===== src/design/rtslot_pkg.sv =====
// Shared types, codes and constants for the retransmission slot table.
package rtslot_pkg;

    localparam int SLOTS_DEFAULT = 32;

    localparam int OPCODE_W = 3;
    localparam int CONN_W   = 8;
    localparam int SEQ_W    = 16;
    localparam int SLOT_W   = 5;
    localparam int TIME_W   = 32;
    localparam int STATUS_W = 3;
    localparam int ATT_W    = 8;
    localparam int TMO_W    = 16;
    localparam int CFG_IDX_W  = 2;
    localparam int CFG_DATA_W = 16;

    localparam logic [OPCODE_W-1:0] OP_ENQUEUE     = 3'd0;
    localparam logic [OPCODE_W-1:0] OP_TICK        = 3'd1;
    localparam logic [OPCODE_W-1:0] OP_REMOVE_CONN = 3'd2;
    localparam logic [OPCODE_W-1:0] OP_REMOVE_SLOT = 3'd3;
    localparam logic [OPCODE_W-1:0] OP_CLEAR       = 3'd4;

    localparam logic [STATUS_W-1:0] ST_ENQUEUED   = 3'd0;
    localparam logic [STATUS_W-1:0] ST_FULL       = 3'd1;
    localparam logic [STATUS_W-1:0] ST_RESEND     = 3'd2;
    localparam logic [STATUS_W-1:0] ST_CLOSE      = 3'd3;
    localparam logic [STATUS_W-1:0] ST_DISCONNECT = 3'd4;
    localparam logic [STATUS_W-1:0] ST_DONE       = 3'd5;

    localparam logic [CFG_IDX_W-1:0] CFG_RESEND_TIMEOUT = 2'd0;
    localparam logic [CFG_IDX_W-1:0] CFG_MAX_ATTEMPTS   = 2'd1;
    localparam logic [CFG_IDX_W-1:0] CFG_SERVER_MODE    = 2'd2;

    localparam logic [TMO_W-1:0] TIMEOUT_RESET  = 16'd500;
    localparam logic [ATT_W-1:0] MAX_ATT_RESET  = 8'd10;
    localparam logic [ATT_W-1:0] ATT_MAX        = 8'hFF;

    // Broadcast from the sequencer to every cell.
    typedef struct packed {
        logic              is_enqueue;  // walk kind: 1 enqueue, 0 tick scan
        logic [CONN_W-1:0] conn;
        logic [SEQ_W-1:0]  seq;
        logic [TIME_W-1:0] now;
        logic [TMO_W-1:0]  timeout;
        logic [ATT_W-1:0]  max_att;
        logic              server;
        logic              step;        // token holder acts, token moves on
        logic              shift;       // token chain loads from neighbor
        logic              kill;        // walk ends, token dropped
        logic              clr_all;
        logic              rm_conn;
        logic [CONN_W-1:0] rm_id;
        logic              rm_slot;
        logic [SLOT_W-1:0] sel;
    } cell_cmd_t;

    // Result offered by the token holder; all zero from other cells.
    typedef struct packed {
        logic                emit;
        logic                term;
        logic [STATUS_W-1:0] status;
        logic [CONN_W-1:0]   conn;
        logic [SEQ_W-1:0]    seq;
        logic [ATT_W-1:0]    att;
    } cell_res_t;

endpackage


===== src/design/rtslot_cell.sv =====
// One slot of the table: entry registers, token stage and slot decision.
module rtslot_cell #(
    parameter int IDX = 0
) (
    input  logic                  clk,
    input  logic                  rst_n,
    input  rtslot_pkg::cell_cmd_t cmd,
    input  logic                  tok_in,
    output logic                  tok_out,
    output rtslot_pkg::cell_res_t res
);
    import rtslot_pkg::*;

    logic              valid_reg, valid_next;
    logic              tok_reg, tok_next;
    logic [CONN_W-1:0] conn_reg, conn_next;
    logic [SEQ_W-1:0]  seq_reg, seq_next;
    logic [TIME_W-1:0] sent_reg, sent_next;
    logic [ATT_W-1:0]  att_reg, att_next;

    logic [TIME_W-1:0] age;
    logic              due;
    logic              give_up;
    logic [ATT_W-1:0]  att_inc;
    logic              act;

    assign age     = cmd.now - sent_reg;
    assign due     = valid_reg && (age >= {{(TIME_W-TMO_W){1'b0}}, cmd.timeout});
    assign give_up = att_reg >= cmd.max_att;
    assign att_inc = (att_reg == ATT_MAX) ? ATT_MAX : att_reg + 1'b1;
    assign act     = tok_reg && cmd.step;
    assign tok_out = tok_reg;

    always_comb
    begin
        res = '0;
        if (tok_reg)
        begin
            if (cmd.is_enqueue)
            begin
                if (!valid_reg)
                begin
                    res.emit   = 1'b1;
                    res.term   = 1'b1;
                    res.status = ST_ENQUEUED;
                    res.conn   = cmd.conn;
                    res.seq    = cmd.seq;
                end
            end
            else if (due)
            begin
                res.emit = 1'b1;
                res.conn = conn_reg;
                res.seq  = seq_reg;
                if (give_up)
                begin
                    res.att    = att_reg;
                    res.status = cmd.server ? ST_CLOSE : ST_DISCONNECT;
                    res.term   = !cmd.server;
                end
                else
                begin
                    res.att    = att_inc;
                    res.status = ST_RESEND;
                end
            end
        end
    end

    always_comb
    begin
        valid_next = valid_reg;
        conn_next  = conn_reg;
        seq_next   = seq_reg;
        sent_next  = sent_reg;
        att_next   = att_reg;
        if (cmd.clr_all
            || (cmd.rm_conn && conn_reg == cmd.rm_id)
            || (cmd.rm_slot && cmd.sel == SLOT_W'(IDX)))
        begin
            valid_next = 1'b0;
        end
        else if (act)
        begin
            if (cmd.is_enqueue)
            begin
                if (!valid_reg)
                begin
                    valid_next = 1'b1;
                    conn_next  = cmd.conn;
                    seq_next   = cmd.seq;
                    sent_next  = cmd.now;
                    att_next   = '0;
                end
            end
            else if (due)
            begin
                if (give_up)
                begin
                    if (cmd.server)
                    begin
                        valid_next = 1'b0;
                    end
                end
                else
                begin
                    sent_next = cmd.now;
                    att_next  = att_inc;
                end
            end
        end
    end

    always_comb
    begin
        if (cmd.kill)
        begin
            tok_next = 1'b0;
        end
        else if (cmd.shift)
        begin
            tok_next = tok_in;
        end
        else
        begin
            tok_next = tok_reg;
        end
    end

    always_ff @(posedge clk or negedge rst_n)
    begin
        if (!rst_n)
        begin
            valid_reg <= 1'b0;
            tok_reg   <= 1'b0;
        end
        else
        begin
            valid_reg <= valid_next;
            tok_reg   <= tok_next;
        end
    end

    always_ff @(posedge clk)
    begin
        conn_reg <= conn_next;
        seq_reg  <= seq_next;
        sent_reg <= sent_next;
        att_reg  <= att_next;
    end

endmodule


===== config.mk =====
export PLATFORM = sky130hd
export DESIGN_NAME = rtslot_cell
export DESIGN_NICKNAME = d
export VERILOG_FILES = /design/src/design/rtslot_pkg.sv /design/src/design/rtslot_cell.sv
export SDC_FILE = /design/constraint.sdc
export NUM_CORES = 1
export LEC_CHECK = 0
export BUFFER_PORTS_ARGS = -buffer_cell sky130_fd_sc_hd__buf_4
export CORE_MARGIN = 2
export CORE_UTILIZATION = 59
export DETAILED_ROUTE_END_ITERATION = 6
export PLACE_DENSITY_LB_ADDON = 0.3
export SYNTH_ARGS = -nofsm -noshare
export SYNTH_HDL_FRONTEND = slang
export SYNTH_SLANG_ARGS = --single-unit

===== constraint.sdc =====
create_clock -name clk -period 16.9 [get_ports clk]
set_clock_uncertainty 0.05 [all_clocks]
set_input_delay 3.38 -clock clk [delete_from_list [all_inputs] [get_ports clk]]
set_output_delay 3.38 -clock clk [all_outputs]
set_load 0.01 [all_outputs]

=== Yosys cells after proc, flatten, opt, wreduce, memory -nomap -nowiden ===
Cells that the tools add are included.

* Equality and inequality tests: 4
* $lt $le $gt $ge: 2
* Reductions and logical operators: 18
* Muxes and demuxes: 25
* Bitwise operators: 2
* Add/sub/neg operators: 2

{| class="wikitable"
|+ Operator list
! operator !! number
|-
| $mux 32 || 4
|-
| $mux 37 || 2
|-
| $mux 29 || 2
|-
| $mux 8 || 6
|-
| $ge 32x16->1 || 1
|-
| $sub 32x32->32 || 1
|-
| $reduce_and 4->1 || 3
|-
| $mux 1 || 9
|-
| $reduce_bool 3->1 || 3
|-
| $add 8x1->8 const B || 1
|-
| $eq 8x8->1 || 1
|-
| $eq 8x8->1 const B || 1
|-
| $ge 8x8->1 || 1
|-
| $mux 3 || 2
|-
| $reduce_bool 2->1 || 3
|-
| $logic_not 5->1 || 1
|-
| $reduce_and 5->1 || 1
|-
| $logic_and 1x1->1 || 4
|-
| $ne 2x2->1 const B || 2
|-
| $logic_or 1x1->1 || 2
|-
| $not 1->1 || 2
|-
| $logic_not 1->1 || 1
|}

* Register bits after elaboration: 66
* Word-level logic and storage cells: 59
* Output and inout bits: 38
* Input bits: 104

=== Depth between registers and ports, before layout ===
* Word-level depth: 7
* Depth in mapped cells: 20

=== Worst setup path after synthesis ===
OpenSTA, ideal clock, no wires.

* Kind: input-to-output
* From: input cmd[44] (netlist bit)
* To: output res[12] (netlist bit)
* Stages: 17
* Required time: 13,470 ps
* Setup slack: 6,359 ps
* Data arrival time: 7,111 ps
* Cells stage by stage: inv_1 ha_1 fa_1 nor2b_1 o2111ai_1 a211oi_1 nor2_1 xnor2_1 ha_1 a21o_1 a221oi_1 nand4_1 or4_1 a2111oi_0 nor4b_2 buf_2 o21ai_0

{| class="wikitable"
|+ RTL lines
! what !! line !! source
|-
| start: declaration || rtslot_cell.sv:7 || <nowiki>input rtslot_pkg::cell_cmd_t cmd,</nowiki>
|-
| end: declaration || rtslot_cell.sv:10 || <nowiki>output rtslot_pkg::cell_res_t res</nowiki>
|}

==> flow_summary.ini <==
[setup_path]
crit_fanout = 40
startpoint_type = primary input
required_ns = 13.47
crit_type = in -> out
crit_arrival_ns = 7.96
crit_path_end_kind = output port

[placement]
dp_hpwl_um = 11420
dpl.cell_count = 881
place.gp.congestion = 0.9664
place_area_um2 = 6679
portBuffers = 141

[cts]
cts_root_buf = clkbuf_8
post_cts_buffers = 0
hold_buffers = 0
clk_path_buf_depth = 2
clkLatencyLatePin_ns = 0.36
cts_resized = 0
clk_pin_slew_ns = 0.08
cts_tree = done
htreeDepth = 3
clock-sinks = 66
cts_buffers = 9

[yosys]
ys_seq_elements = 66
postSynth.asyncResetShare = 0.03030
synthCells = 655
yosysWarnings = 0
yosysSeqAreaShare = 0.3542
ys_types = 60
synthFlopType = edfxtp_1
synth_edf_count = 64
syn-num-nets = 816
syn_avg_cell_area_um2 = 8.499
synthesis.area_um2 = 5567

[sta]
worst_pin_slew_ns = 1.190
finalHoldViolCount = 0
timing.final.crit_share = 0.6742
hold_slack_ns = 0.7019
fin_crit_ns = 11.39
grt_setup_unrepaired = false
drv_slew = 0
finalSetupViolCount = 0
slew-limit-headroom = 0.1998
fmax_mhz = 87.76
setup_tns_ns = 0

[global_route]
grt_usage = 0.2841
grt_pass1_vias = 5028
antenna_found_initial = 0
grt_max_degree = 41
grt_pass1_wl_um = 23320
gr-total-overflow = 0

[min_path]
hp-class = reg -> reg

[die]
placementRows = 35
io_pins = 142
die_h_um = 101.1
die_area_um2 = 10230
die_x_um = 101.1
start_util = 0.6053
core_um2 = 9196

[drt]
dr_total_vias = 5475
post_drt_via_cell_ratio = 6.104
routedWlPerCell_um = 16.66
drtPass1Iterations = 5
wl_um = 14950
drc = 0
ant_nets = 0
drt_iter0_drc = 294

[layout]
final_area_um2 = 6882
fin_nets = 942
largest_reg_flops = 32
final_cells = 897
finish.utilization = 0.7483
drive_above_1_share = 0.2188
syn2layout_area_growth_pct = 23.62
n_fill_cell = 696
antenna_cells = 0

[power_and_ir_drop]
power.density_nw_per_um2 = 61.41
ir_drop_v = 0.00004181
p_leak_nw = 3.053

[run_status]
status = completed

[job]
cap_violations = 0
[synth_stat cells (3+ instances only)]
library cell,n,area (um2)
xor2_1,8,70.07
nand3_1,39,195.2
nand2b_1,4,25.02
nor3b_1,3,22.52
a21oi_1,39,195.2
o21a_1,12,90.09
clkbuf_1,20,75.07
buf_2,9,45.04
nor3_1,17,85.08
nor2_1,48,180.2
a21o_1,9,67.56
or2_2,4,25.02
nand4_1,21,131.4
ha_1,56,700.7
edfxtp_1,64,1922
or4_1,5,37.54
o211ai_1,6,45.04
xnor2_1,16,140.1
mux2i_1,8,80.08
inv_1,64,240.2
nand2_1,66,247.7
o21ai_0,50,250.2
o21ai_1,11,55.05
o21bai_1,3,22.52
a31oi_1,8,50.05
nor4_1,6,37.54
o31ai_1,3,22.52
o22ai_1,5,31.28
a211oi_1,8,60.06
nor2b_1,4,25.02
[power breakdown]
group	internal, W	total, W	leakage [nW]	switching, W
registers	0.000181	0.000183	0.605	0.00000194
logic	0.0000465	0.0000982	2.35	0.0000517
clock network	0.0000693	0.000141	0.0973	0.0000721
total	0.000297	0.000423	3.05	0.000126
[per-stage QoR]
stage,setup slack [ns],total power [W]
2_1_floorplan,6.359,0.0002440
3_3_place_gp,5.723,0.0002795
3_5_place_dp,5.571,0.0002831
4_1_cts,5.544,0.0004225
5_1_grt,5.184,0.0004382
6_report,5.506,0.0004226
[metal layers]
metal  vias up  wire [um]  GRT usage
met5         -          0          0
met4         0        362    0.08420
met3        31       1141    0.04900
met2       269       7282     0.4865
met1      2527       6160     0.3708
li1       2648          -          -
[kinds of logic after synthesis]
kind of cell	after synthesis	synth area share
adders and majority gates	57	0.1295
xor gates and xnor gates	24	0.03776
muxes	9	0.01641
and+or+nand+nor	228	0.1980
buffers and inverters	94	0.06608
DFF	66	0.3542
AOI/OAI and AO/OA	177	0.1980
[final cells by class]
type	instances	area [um2]	area share
inverter	64	240.2	0.03491
sequential	66	1972	0.2865
tap	111	138.9	0.02018
clock inverter	7	78.83	0.01145
timing repair buffer	145	1089	0.1582
multi-input combinational	495	3239	0.4707
clock buffer	9	123.9	0.01800
[path summary, 6_finish.rpt]
check,slack (ns),to,startpoint,cells past startpoint
max in group asynchronous,13.98,tok_out,rst_n,1
worst max register to register,11.64,sent_reg[9],sent_reg[1],18
min in group asynchronous,2.74,valid_reg,rst_n,1
worst min-delay path,0.70,att_reg[4],att_reg[4],2
worst min register to register,0.70,att_reg[4],att_reg[4],2
worst max-delay path,5.51,res[18],cmd[45],18
[cell usage in the layout, fill, tap and decap left out, types with 3 or more instances in the layout]
cell      instances
o22ai_1           5
nand4_1          21
nor2b_1           4
o21a_1           12
o21bai_1          3
nand3_1          39
nor2_1           48
o21ai_1          10
or2_2             4
or4_1             5
xnor2_1          16
buf_4           145
a31oi_1           8
o211ai_1          6
edfxtp_1         64
ha_1             56
o21ai_0          50
xor2_1            8
nand2b_1          4
mux2i_1           8
nor3b_1           3
a21oi_1          39
nor4_1            6
o31ai_1           3
clkbuf_8          9
nor3_1           17
a211oi_1          8
a21o_1            9
inv_1            64
nand2_1          66
[critical path, cell delays in order]
cell and delay (ns):
buf_4 0.12, ha_1 0.28, nor2b_1 0.20, o2111a_1 0.28
o21a_1 0.16, nor2_1 0.06, o21ai_0 0.44, a21oi_1 0.16
xnor2_1 0.16, ha_1 0.31, a221oi_1 0.31, nand4_1 0.12
or4_1 0.54, a2111oi_0 0.38, nor4b_4 0.26, buf_4 0.39
o21ai_0 0.19, buf_4 0.18
(Power assumes the default switching activity.)
